File: src/hdl/swsr_pkg.sv
package swsr_pkg;

    localparam int DEPTH_DEF    = 8;
    localparam int KEY_BITS_DEF = 32;
    localparam int WORD_BITS    = 32;
    localparam int LEVEL_BITS   = 4;

    typedef enum logic [1:0] {
        F_PUSH   = 2'd0,
        F_POP    = 2'd1,
        F_REMOVE = 2'd2,
        F_SEARCH = 2'd3
    } t_func;

    typedef enum logic [1:0] {
        ST_OK       = 2'd0,
        ST_FULL     = 2'd1,
        ST_EMPTY    = 2'd2,
        ST_NOTFOUND = 2'd3
    } t_status;

    typedef struct packed {
        logic    load;
        logic    push_wr;
        logic    fill_inc;
        logic    fill_dec;
        logic    rd_top;
        logic    rd_down;
        logic    rd_up;
        logic    shift_wr;
        logic    pop_cap;
        logic    set_found;
        logic    status_wr;
        t_status status_val;
        logic    latch_out;
    } t_cmd;

    typedef struct packed {
        logic empty;
        logic full;
        logic hit;
        logic at_top;
        logic at_bottom;
    } t_stat;

endpackage

File: src/hdl/swsr_ctrl.sv
module swsr_ctrl (
    input  logic             i_clk,
    input  logic             i_rst_n,
    input  logic             start,
    output logic             busy,
    input  logic [1:0]       i_func,
    input  swsr_pkg::t_stat  i_stat,
    output swsr_pkg::t_cmd   o_cmd,
    output logic             o_valid
);

    typedef enum logic [6:0] {
        S_IDLE     = 7'b0000001,
        S_EXEC     = 7'b0000010,
        S_POP_WAIT = 7'b0000100,
        S_SCAN     = 7'b0001000,
        S_SHIFT    = 7'b0010000,
        S_TOP_RD   = 7'b0100000,
        S_LATCH    = 7'b1000000
    } t_state;

    t_state          r_state, n_state;
    swsr_pkg::t_func r_func,  n_func;
    logic            r_valid, n_valid;

    always_ff @(posedge i_clk) begin
        if (!i_rst_n) begin
            r_state <= S_IDLE;
            r_valid <= 1'b0;
        end else begin
            r_state <= n_state;
            r_valid <= n_valid;
        end
        r_func <= n_func;
    end

    always_comb begin
        n_state = r_state;
        n_func  = r_func;
        n_valid = 1'b0;
        o_cmd   = '0;
        o_cmd.status_val = swsr_pkg::ST_OK;
        unique case (r_state)
            S_IDLE: begin
                if (start) begin
                    o_cmd.load = 1'b1;
                    n_func     = swsr_pkg::t_func'(i_func);
                    n_state    = S_EXEC;
                end
            end
            S_EXEC: begin
                unique case (r_func) inside
                    swsr_pkg::F_PUSH: begin
                        if (i_stat.full) begin
                            o_cmd.status_wr  = 1'b1;
                            o_cmd.status_val = swsr_pkg::ST_FULL;
                        end else begin
                            o_cmd.push_wr  = 1'b1;
                            o_cmd.fill_inc = 1'b1;
                        end
                        n_state = S_TOP_RD;
                    end
                    swsr_pkg::F_POP: begin
                        if (i_stat.empty) begin
                            o_cmd.status_wr  = 1'b1;
                            o_cmd.status_val = swsr_pkg::ST_EMPTY;
                            n_state          = S_TOP_RD;
                        end else begin
                            o_cmd.rd_top = 1'b1;
                            n_state      = S_POP_WAIT;
                        end
                    end
                    swsr_pkg::F_REMOVE, swsr_pkg::F_SEARCH: begin
                        if (i_stat.empty) begin
                            o_cmd.status_wr  = 1'b1;
                            o_cmd.status_val = (r_func == swsr_pkg::F_REMOVE) ?
                                               swsr_pkg::ST_EMPTY : swsr_pkg::ST_NOTFOUND;
                            n_state          = S_TOP_RD;
                        end else begin
                            o_cmd.rd_top = 1'b1;
                            n_state      = S_SCAN;
                        end
                    end
                    default: n_state = S_TOP_RD;
                endcase
            end
            S_POP_WAIT: begin
                o_cmd.pop_cap  = 1'b1;
                o_cmd.fill_dec = 1'b1;
                n_state        = S_TOP_RD;
            end
            S_SCAN: begin
                if (i_stat.hit) begin
                    o_cmd.set_found = 1'b1;
                    if (r_func == swsr_pkg::F_SEARCH) begin
                        n_state = S_TOP_RD;
                    end else if (i_stat.at_top) begin
                        o_cmd.fill_dec = 1'b1;
                        n_state        = S_TOP_RD;
                    end else begin
                        o_cmd.rd_up = 1'b1;
                        n_state     = S_SHIFT;
                    end
                end else if (i_stat.at_bottom) begin
                    o_cmd.status_wr  = 1'b1;
                    o_cmd.status_val = swsr_pkg::ST_NOTFOUND;
                    n_state          = S_TOP_RD;
                end else begin
                    o_cmd.rd_down = 1'b1;
                end
            end
            S_SHIFT: begin
                o_cmd.shift_wr = 1'b1;
                if (i_stat.at_top) begin
                    o_cmd.fill_dec = 1'b1;
                    n_state        = S_TOP_RD;
                end else begin
                    o_cmd.rd_up = 1'b1;
                end
            end
            S_TOP_RD: begin
                o_cmd.rd_top = 1'b1;
                n_state      = S_LATCH;
            end
            S_LATCH: begin
                o_cmd.latch_out = 1'b1;
                n_valid         = 1'b1;
                n_state         = S_IDLE;
            end
            default: n_state = S_IDLE;
        endcase
    end

    assign busy    = (r_state != S_IDLE);
    assign o_valid = r_valid;

`ifndef NO_ASSERTIONS
    a_valid_single: assert property (@(posedge i_clk) disable iff (!i_rst_n)
        r_valid |=> !r_valid)
        else $error("result strobe longer than one cycle");
    a_valid_after_latch: assert property (@(posedge i_clk) disable iff (!i_rst_n)
        (r_state == S_LATCH) |=> (r_valid && r_state == S_IDLE))
        else $error("result not presented after latch");
    a_shift_only_remove: assert property (@(posedge i_clk) disable iff (!i_rst_n)
        (r_state == S_SHIFT) |-> (r_func == swsr_pkg::F_REMOVE))
        else $error("compaction outside remove");
`endif

endmodule

File: src/hdl/swsr_dpath.sv
module swsr_dpath #(
    parameter int DEPTH    = swsr_pkg::DEPTH_DEF,
    parameter int KEY_BITS = swsr_pkg::KEY_BITS_DEF
) (
    input  logic                             i_clk,
    input  logic                             i_rst_n,
    input  logic [swsr_pkg::WORD_BITS-1:0]   i_key,
    input  swsr_pkg::t_cmd                   i_cmd,
    output swsr_pkg::t_stat                  o_stat,
    output logic [1:0]                       o_status,
    output logic                             o_found,
    output logic [swsr_pkg::WORD_BITS-1:0]   o_popped_key,
    output logic                             o_top_valid,
    output logic [swsr_pkg::WORD_BITS-1:0]   o_top_key,
    output logic [swsr_pkg::LEVEL_BITS-1:0]  o_level
);

    localparam int AW = $clog2(DEPTH);
    localparam int CW = $clog2(DEPTH + 1);
    localparam int WB = swsr_pkg::WORD_BITS;

    logic [KEY_BITS-1:0] mem [DEPTH];

    logic [CW-1:0]       r_fill;
    logic [KEY_BITS-1:0] r_key;
    logic [KEY_BITS-1:0] r_rd_data;
    logic [AW-1:0]       r_rd_addr;
    swsr_pkg::t_status   r_status;
    logic                r_found;
    logic [WB-1:0]       r_popped;
    logic                r_top_valid;
    logic [WB-1:0]       r_top_key;
    logic [swsr_pkg::LEVEL_BITS-1:0] r_level;

    logic [63:0]   key_ext;
    logic [63:0]   rd_ext;
    logic [63:0]   fill_ext;
    logic [CW-1:0] fill_m1;
    logic [AW-1:0] top_addr;
    logic [AW-1:0] rd_sel;
    logic          rd_en;
    logic          wr_en;
    logic [AW-1:0] wr_addr;
    logic [KEY_BITS-1:0] wr_data;
    logic          empty;
    logic          full;

    assign key_ext  = 64'(i_key);
    assign rd_ext   = 64'(r_rd_data);
    assign fill_ext = 64'(r_fill);
    assign fill_m1  = r_fill - CW'(1);
    assign top_addr = fill_m1[AW-1:0];
    assign empty    = (r_fill == '0);
    assign full     = (r_fill == CW'(DEPTH));

    always_comb begin
        rd_sel = top_addr;
        if (i_cmd.rd_down) begin
            rd_sel = r_rd_addr - AW'(1);
        end else if (i_cmd.rd_up) begin
            rd_sel = r_rd_addr + AW'(1);
        end
    end

    assign rd_en   = i_cmd.rd_top | i_cmd.rd_down | i_cmd.rd_up;
    assign wr_en   = i_cmd.push_wr | i_cmd.shift_wr;
    assign wr_addr = i_cmd.push_wr ? r_fill[AW-1:0] : (r_rd_addr - AW'(1));
    assign wr_data = i_cmd.push_wr ? r_key : r_rd_data;

    always_ff @(posedge i_clk) begin
        if (wr_en) begin
            mem[wr_addr] <= wr_data;
        end
        if (rd_en) begin
            r_rd_data <= mem[rd_sel];
            r_rd_addr <= rd_sel;
        end
    end

    always_ff @(posedge i_clk) begin
        if (!i_rst_n) begin
            r_fill   <= '0;
            r_status <= swsr_pkg::ST_OK;
            r_found  <= 1'b0;
        end else begin
            if (i_cmd.fill_inc) begin
                r_fill <= r_fill + CW'(1);
            end else if (i_cmd.fill_dec) begin
                r_fill <= fill_m1;
            end
            if (i_cmd.load) begin
                r_status <= swsr_pkg::ST_OK;
                r_found  <= 1'b0;
            end else begin
                if (i_cmd.status_wr) begin
                    r_status <= i_cmd.status_val;
                end
                if (i_cmd.set_found) begin
                    r_found <= 1'b1;
                end
            end
        end
    end

    always_ff @(posedge i_clk) begin
        if (i_cmd.load) begin
            r_key    <= key_ext[KEY_BITS-1:0];
            r_popped <= '0;
        end else if (i_cmd.pop_cap) begin
            r_popped <= rd_ext[WB-1:0];
        end
        if (i_cmd.latch_out) begin
            r_top_valid <= !empty;
            r_top_key   <= empty ? '0 : rd_ext[WB-1:0];
            r_level     <= fill_ext[swsr_pkg::LEVEL_BITS-1:0];
        end
    end

    assign o_stat.empty     = empty;
    assign o_stat.full      = full;
    assign o_stat.hit       = (r_rd_data == r_key);
    assign o_stat.at_top    = (r_rd_addr == top_addr);
    assign o_stat.at_bottom = (r_rd_addr == '0);

    assign o_status     = r_status;
    assign o_found      = r_found;
    assign o_popped_key = r_popped;
    assign o_top_valid  = r_top_valid;
    assign o_top_key    = r_top_key;
    assign o_level      = r_level;

`ifndef NO_ASSERTIONS
    a_fill_bound: assert property (@(posedge i_clk) disable iff (!i_rst_n)
        r_fill <= CW'(DEPTH))
        else $error("fill count above depth");
    a_no_push_full: assert property (@(posedge i_clk) disable iff (!i_rst_n)
        i_cmd.fill_inc |-> !full)
        else $error("increment on full stack");
    a_no_dec_empty: assert property (@(posedge i_clk) disable iff (!i_rst_n)
        i_cmd.fill_dec |-> !empty)
        else $error("decrement on empty stack");
    a_shift_addr: assert property (@(posedge i_clk) disable iff (!i_rst_n)
        i_cmd.shift_wr |-> (r_rd_addr != '0))
        else $error("compaction write below bottom");
    a_found_ok: assert property (@(posedge i_clk) disable iff (!i_rst_n)
        r_found |-> (r_status == swsr_pkg::ST_OK))
        else $error("found with error status");
`endif

endmodule

File: src/hdl/stack_with_search_remove_core.sv
// An accepted start runs the operation, then reads the top entry and latches the result
// for the o_valid strobe; search and remove scan down from the top to the match (to the
// bottom without one); remove then moves the entries above it down. One memory read port,
// one entry per cycle, sets the scan and compaction time; next start in the strobe cycle.
// Reset is synchronous, active low: it empties the stack and idles the controller;
// stored entries are not cleared. Results cannot be stalled.
module stack_with_search_remove_core #(
    parameter int DEPTH    = swsr_pkg::DEPTH_DEF,
    parameter int KEY_BITS = swsr_pkg::KEY_BITS_DEF
) (
    input  logic                             i_clk,
    input  logic                             i_rst_n,
    input  logic                             start,
    output logic                             busy,
    input  logic [1:0]                       i_func,
    input  logic [swsr_pkg::WORD_BITS-1:0]   i_key,
    output logic                             o_valid,
    output logic [1:0]                       o_status,
    output logic                             o_found,
    output logic [swsr_pkg::WORD_BITS-1:0]   o_popped_key,
    output logic                             o_top_valid,
    output logic [swsr_pkg::WORD_BITS-1:0]   o_top_key,
    output logic [swsr_pkg::LEVEL_BITS-1:0]  o_level
);

    swsr_pkg::t_cmd  cmd;
    swsr_pkg::t_stat stat;

    swsr_ctrl u_ctrl (
        .i_clk   (i_clk),
        .i_rst_n (i_rst_n),
        .start   (start),
        .busy    (busy),
        .i_func  (i_func),
        .i_stat  (stat),
        .o_cmd   (cmd),
        .o_valid (o_valid)
    );

    swsr_dpath #(
        .DEPTH    (DEPTH),
        .KEY_BITS (KEY_BITS)
    ) u_dpath (
        .i_clk        (i_clk),
        .i_rst_n      (i_rst_n),
        .i_key        (i_key),
        .i_cmd        (cmd),
        .o_stat       (stat),
        .o_status     (o_status),
        .o_found      (o_found),
        .o_popped_key (o_popped_key),
        .o_top_valid  (o_top_valid),
        .o_top_key    (o_top_key),
        .o_level      (o_level)
    );

endmodule

File: config.mk
export PLATFORM = sky130hd
export DESIGN_NAME = stack_with_search_remove_core
export DESIGN_NICKNAME = d
export VERILOG_FILES = /design/src/hdl/swsr_pkg.sv /design/src/hdl/swsr_ctrl.sv /design/src/hdl/swsr_dpath.sv /design/src/hdl/stack_with_search_remove_core.sv
export SDC_FILE = /design/constraint.sdc
export NUM_CORES = 1
export LEC_CHECK = 0
export BUFFER_PORTS_ARGS = -buffer_cell sky130_fd_sc_hd__clkbuf_2
export CORE_ASPECT_RATIO = 1.5
export CORE_UTILIZATION = 40
export DETAILED_ROUTE_END_ITERATION = 7
export MAX_ROUTING_LAYER = met4
export SYNTH_ARGS = -nofsm -noshare
export SYNTH_HDL_FRONTEND = slang
export SYNTH_SLANG_ARGS = --single-unit
File: constraint.sdc
create_clock -name i_clk -period 5.5 [get_ports i_clk]
set_input_delay 1.1 -clock i_clk [delete_from_list [all_inputs] [get_ports i_clk]]
set_output_delay 1.1 -clock i_clk [all_outputs]
set_load 0.03 [all_outputs]
==> results of run 1 <==
-- area by class of cell --
cell class	instances	share of cell area, %
Sequential cell	409	61.5
Multi-Input combinational cell	612	23.8
Clock buffer	56	5.79
Timing Repair Buffer	133	4.03
Tap cell	511	3.33
Clock inverter	17	1.30
Inverter	10	0.196
-- Yosys cell counts (2+ instances only) --
cell      number  area [um2]
buf_1          3        11.3
or3_1          2        12.5
clkbuf_1      21        78.8
o21ai_0        6        30.0
buf_6         13         146
mux2_2        32         360
xnor2_1        4        35.0
nor4_1         2        12.5
a22oi_1        2        15.0
ha_1           5        62.6
dfxtp_1       47         941
o41ai_1        2        17.5
mux2i_1      193        1930
a21oi_1       40         200
nand4_2        2        25.0
nor4_2         7        87.6
nor2_1        23        86.3
edfxtp_1     362       10900
buf_2         13        65.1
xor2_1        34         298
nand3_1        7        35.0
and2_1        35         219
inv_1         10        37.5
nand2_1      171         642
a31oi_1        5        31.3
nand2b_1       2        12.5
nor3_1         7        35.0
-- kinds of logic (layout without fill, tap and decap cells) --
kind of cell / count (synthesis) / count (layout) / share of synthesized area [%]
AO/OA/AOI/OAI: 70 / 70 / 2.58
XOR/XNOR: 39 / 39 / 2.14
adder cells (fa/ha/maj): 5 / 5 / 0.377
buffers and inverters: 60 / 216 / 2.04
flip-flops: 409 / 409 / 71.1
multiplexers: 225 / 225 / 13.8
AND/OR/NAND/NOR: 273 / 273 / 7.98
-- per-layer routing --
layer  up-vias  global-route usage, %  wire length (um)
met5         -                      -                 0
met4         0                   6.26              1010
met3        61                   2.51              1650
met2       241                   33.1             20300
met1      4606                   23.2             16000
li1       4237                      -                 -
-- layout by cell type (no fill, tap or decap), drive strengths merged, types with 4 or more instances in the layout --
master	synthesis	final
nand2	171	171
o21ai	7	7
edfxtp	362	362
dfxtp	47	47
mux2	32	32
mux2i	193	193
xnor2	4	4
bufinv	0	6
and2	35	35
clkinv	0	9
buf	29	23
a21oi	41	41
clkbuf	21	166
nor3	8	8
nand3	7	7
xor2	34	34
ha	5	5
nor4	10	10
a31oi	5	5
nor2	24	24
inv	10	11
-- final timing paths --
| kind | startpoint | end | slack, ns | cells past startpoint |
|---|---|---|---|---|
| worst max-delay path | u_dpath.r_rd_data[23] | u_dpath.r_rd_data[7] | 1.18 | 10 |
| worst min-delay path | u_dpath.o_popped_key[0] | u_dpath.o_popped_key[0] | 0.45 | 2 |
| worst max register to register | u_dpath.r_rd_data[23] | u_dpath.r_rd_data[7] | 1.18 | 10 |
| worst min register to register | u_dpath.o_popped_key[0] | u_dpath.o_popped_key[0] | 0.45 | 2 |
-- registers in the layout (all words and copies together) (netlist names) --
signal / flops
u_dpath.o_status: 2
u_dpath.r_rd_data: 32
u_dpath.o_top_valid: 1
u_ctrl.r_state: 7
u_dpath.o_top_key: 32
u_dpath.o_level: 4
u_ctrl.o_valid: 1
u_dpath.mem: 256
u_dpath.o_found: 1
u_ctrl.r_func: 2
u_dpath.r_fill: 4
u_dpath.r_rd_addr: 3
u_dpath.o_popped_key: 32
u_dpath.r_key: 32
-- power groups by stage --
stage | Sequential [uW] | Combinational, uW | Clock [uW]
CTS | 3390 | 116 | 2910
floorplan | 3440 | 68.8 | 0
global placement | 3450 | 115 | 0
detailed placement | 3450 | 116 | 0
global route | 3390 | 123 | 3020
finish | 3390 | 113 | 2840
-- worst register-to-register path, cell delays in order, from the launching register on --
cell      delay, ns
edfxtp_1       0.47
xor2_1         0.22
nor4_1         0.73
nand4_2        0.40
o21bai_4       0.31
o211a_1        0.18
a311o_2        0.62
buf_12         0.42
mux2i_1        0.31
mux2i_1        0.11
mux2_2         0.28
-- per-stage QoR --
stage	total power, uW	util (%)
floorplan	3510	-
global placement	3570	43.5
detailed placement	3570	43.5
CTS	6410	46.8
global route	6530	46.8
finish	6340	46.8
==> impl_metrics.csv, run 1 <==
group,metric,value,unit
setup_path,path_cells,"xor2_1 > nor4_1 > nand4_2 > o21bai_4 > o211a_1 > a311o_2 > buf_12 > mux2i_1 > mux2i_1 > mux2_2",
power_and_ir_drop,p_leak,0.00689,uW
power_and_ir_drop,power.switching,1240,uW
cts,cts-htree-levels,2,
sta,finalHoldViolations,0,
grt,grt_max_degree,66,
setup_path,crit_type,"reg -> reg",
setup_path,arrival,4.60,ns
placed_design,pre_cts_ws,1.04,ns
sta,fin_crit,4.32,ns
floorplanning,rows,91,
cts,cts_tree,"done",
layout,area_growth,15.5,%
flow_run,max_cap_viol_count,0,
placed_design,placed_cells,1675,
floorplanning,core_region_area,41000,um2
yosys,synthArstFlopShare,0,%
floorplanning,initial_core_util,40.5,%
placed_design,gp_congestion,0.775,
placed_design,io_buffers,110,
setup_path,path_delay_family,"simple AND/OR/NAND/NOR gates",
layout,regArea,11800,um2
yosys,netlist_area,16600,um2
layout,fin_cells,1748,
sta,slew_headroom,36.1,%
floorplanning,dieArea,42400,um2
yosys,synth_cell_types,58,
yosys,ys_ff_latch,409,
setup_path,cp.required,5.78,ns
grt,grt_overflow,0,
setup_path,cp-start-kind,"register",
yosys,synth_warnings,0,
sta,min_period_over_period,78.5,%
layout,multi_input_area,4570,um2
cts,clockBufferDepth,3,
sta,setup_viol,0,
cts,cts_made_buffers,40,
grt,grtUsageTotal,19.2,%
sta,layout_setup_ws,1.18,ns
setup_path,end_kind,"register",
floorplanning,io_pins,111,
route,num_vias,9145,
layout,design_area,19200,um2
cts,cts_sinks,409,
cts,clockRootBuffer,"clkbuf_16",
yosys,syn_nets,1123,
hold_path,min_path_type,"reg -> reg",
yosys,synthCells,1081,
power_and_ir_drop,max-vdd-ir-drop,226,uV
sta,tightest_slew,0.956,ns
route,drtIter0Drc,612,
sta,rsz0062_at_grt,"false",
sta,tns,0,ns
floorplanning,fp.dieH,252,um
cts,cts_setup_buffers,0,
grt,grt_pass1_wl,58000,um
setup_path,cp_slowest_stage_delay,0.73,ns
power_and_ir_drop,p_int,5100,uW
route,drc,0,
power_and_ir_drop,clock_power_share,44.8,%
layout,antenna_cells,0,
sta,slew_viol_final,0,
sta,holdWs,0.452,ns
setup_path,cp_max_fo,53,
placed_design,dpl-instance-area,17800,um2
power_and_ir_drop,p_sw_share,19.5,%
outcome,status,"finished, final reports clean",
sta,skew,0.0227,ns
layout,drive_gt1_share,20.9,%
yosys,synth-edff-count,362,
power_and_ir_drop,p_seq_share,53.4,%
cts,insertion_delay,0.55,ns
sta,fmaxAchievable,232,MHz
route,vias_per_cell,5.23,
placed_design,hpwlAfterDp,23500,um
layout,nets,1248,
grt,antenna_found_initial,0,
cts,clk_pin_slew_worst_paths,0.06,ns
power_and_ir_drop,powerDensity,330,nW/um2
layout,fillers,3553,
yosys,yosysSeqAreaShare,71.1,%
yosys,synth_flop_cell,"edfxtp_1",
route,ant_nets,0,
cts,cts-resized-gates,0,
grt,grt_pass1_vias,9197,
route,dr.pass1.iters,5,
power_and_ir_drop,p_comb_share,1.8,%
setup_path,crit_slowest_cell,"nor4_1",
route,routedWlPerCell,22.3,um
setup_path,worstPathBufferInverterCount,1,
route,routed_wl,38900,um
yosys,synth.avg_cell_area,15.4,um2
floorplanning,fp.dieW,168,um
setup_path,path_common_cell,"mux2i_1",
cts,cts_hold_buffers,0,
(Power assumes the default switching activity.)
==> run 2: changes to the inputs <==
- clock period: 5.5 -> 4.2 ns (I/O delays scaled with it)
==> impl_metrics.csv, run 2 (same netlist as run 1, synthesis figures left out) <==
group,metric,value,unit
route,routedWlPerCell,22.0,um
cts,insertion_delay,0.54,ns
power_and_ir_drop,max-vdd-ir-drop,238,uV
sta,fin_crit,3.63,ns
grt,grt_pass1_wl,56700,um
setup_path,end_kind,"register",
layout,layout_common_cells,"362 x edfxtp_1, 193 x mux2i_1, 171 x nand2_1",
sta,tns,0,ns
layout,layout_commonest_cell,"edfxtp_1",
sta,min_period_over_period,86.5,%
placed_design,pre_cts_ws,0.500,ns
sta,layout_setup_ws,0.567,ns
cts,cts_sinks,409,
floorplanning,core_region_area,41000,um2
floorplanning,fp.dieH,252,um
floorplanning,dieArea,42400,um2
setup_path,arrival,3.93,ns
layout,drive_gt1_share,21.2,%
route,drtIter0Drc,671,
placed_design,hpwlAfterDp,22800,um
grt,grt_overflow,0,
route,vias_per_cell,5.20,
setup_path,cp-start-kind,"register",
setup_path,ff2ff_path_depth,10,
hold_path,hold_end,"u_dpath.o_popped_key[13]",
cts,clk_pin_slew_worst_paths,0.06,ns
layout,nets,1255,
route,dr.pass1.iters,5,
power_and_ir_drop,powerDensity,421,nW/um2
layout,antenna_cells,0,
cts,cts_hold_buffers,0,
grt,grt_max_degree,74,
setup_path,reg2reg_slack,0.57,ns
grt,grtUsageTotal,18.9,%
cts,cts-resized-gates,0,
grt,antenna_found_initial,0,
hold_path,min_path_type,"reg -> reg",
layout,regMostFlops,"u_dpath.mem",
sta,finalHoldViolations,0,
flow_run,max_cap_viol_count,0,
layout,area_growth,15.9,%
setup_path,worstSetupStartpoint,"u_dpath.r_rd_data[28]",
cts,cts_setup_buffers,0,
floorplanning,io_pins,111,
sta,skew,0.0181,ns
grt,grt_pass1_vias,9197,
placed_design,io_buffers,110,
hold_path,hold_depth,2,
cts,clockRootBuffer,"clkbuf_16",
placed_design,gp_congestion,0.787,
power_and_ir_drop,p_leak,0.00689,uW
setup_path,crit_type,"reg -> reg",
setup_path,cp_max_fo,73,
sta,tightest_slew,0.865,ns
sta,rsz0062_at_grt,"false",
cts,clockBufferDepth,3,
floorplanning,rows,91,
sta,slew_viol_final,0,
route,num_vias,9122,
floorplanning,fp.dieW,168,um
floorplanning,initial_core_util,40.5,%
cts,cts-htree-levels,2,
sta,slew_headroom,42.3,%
outcome,status,"finished, final reports clean",
setup_path,cp.required,4.50,ns
cts,cts_made_buffers,41,
sta,holdWs,0.457,ns
route,routed_wl,38500,um
sta,fmaxAchievable,275,MHz
setup_path,reg2reg_to,"u_dpath.r_rd_data[12]",
route,drc,0,
route,ant_nets,0,
sta,setup_viol,0,
cts,cts_tree,"done",
hold_path,hp-start,"u_dpath.o_popped_key[13]",
layout,largest_register_ffs,256,
setup_path,regToRegStartpoint,"u_dpath.r_rd_data[28]",
[run 2: power by group]
| part | internal (uW) | switching (uW) |
|---|---|---|
| Clock | 2030 | 1490 |
| Combinational | 55.4 | 99.7 |
| Sequential | 4410 | 25.7 |
[run 2: area by class of cell]
| cell class | instances | area (um2) |
|---|---|---|
| tap | 511 | 639 |
| clock buffer | 54 | 1090 |
| clock inverter | 20 | 189 |
| inverter | 10 | 37.5 |
| multi-input combinational | 612 | 4570 |
| sequential | 409 | 11800 |
| fill | 3549 | 21700 |
| timing repair buffer | 139 | 918 |
[run 2: worst max path at each step]
| stage | depth (start not counted) | slack [ns] | end |
|---|---|---|---|
| 3_5_place_dp | 10 | 0.50 | u_dpath.r_rd_data[9] |
| 3_3_place_gp | 10 | 0.53 | u_dpath.r_rd_data[2] |
| 6_report | 10 | 0.57 | u_dpath.r_rd_data[12] |
| 5_1_grt | 10 | 0.33 | u_dpath.r_rd_data[10] |
| 2_1_floorplan | 9 | 0.29 | u_dpath.mem[3][0] |
| 4_1_cts | 10 | 0.46 | u_dpath.r_rd_data[7] |
[run 2: critical path, stage by stage (launching register included)]
cell and delay, ns:
edfxtp_1 0.49, xor2_1 0.20, nor4_1 0.56, nand4_2 0.33, nor3_4 0.28, o211a_1 0.18
a311o_2 0.17, buf_12 0.42, mux2i_1 0.26, mux2i_1 0.10, mux2_2 0.28
[run 2: per-layer routing]
| layer | part of all wire (%) | global-route usage [%] |
|---|---|---|
| met1 | 40 | 21.7 |
| met2 | 53 | 33.6 |
| met3 | 3.7 | 2.40 |
| met4 | 2.9 | 6.70 |
| met5 | 0 | - |
[run 2: metrics by stage]
step / instances / area (um2) / total power [uW] / util [%]
after floorplan: 1081 / 16600 / 4600 / -
after detailed placement: 1681 / 18000 / 4680 / 43.9
after CTS: 1755 / 19300 / 8180 / 47.0
final: 1755 / 19300 / 8110 / 47.0
after global placement: 1681 / 18000 / 4680 / 43.9
after global routing: 1755 / 19300 / 8340 / 47.0
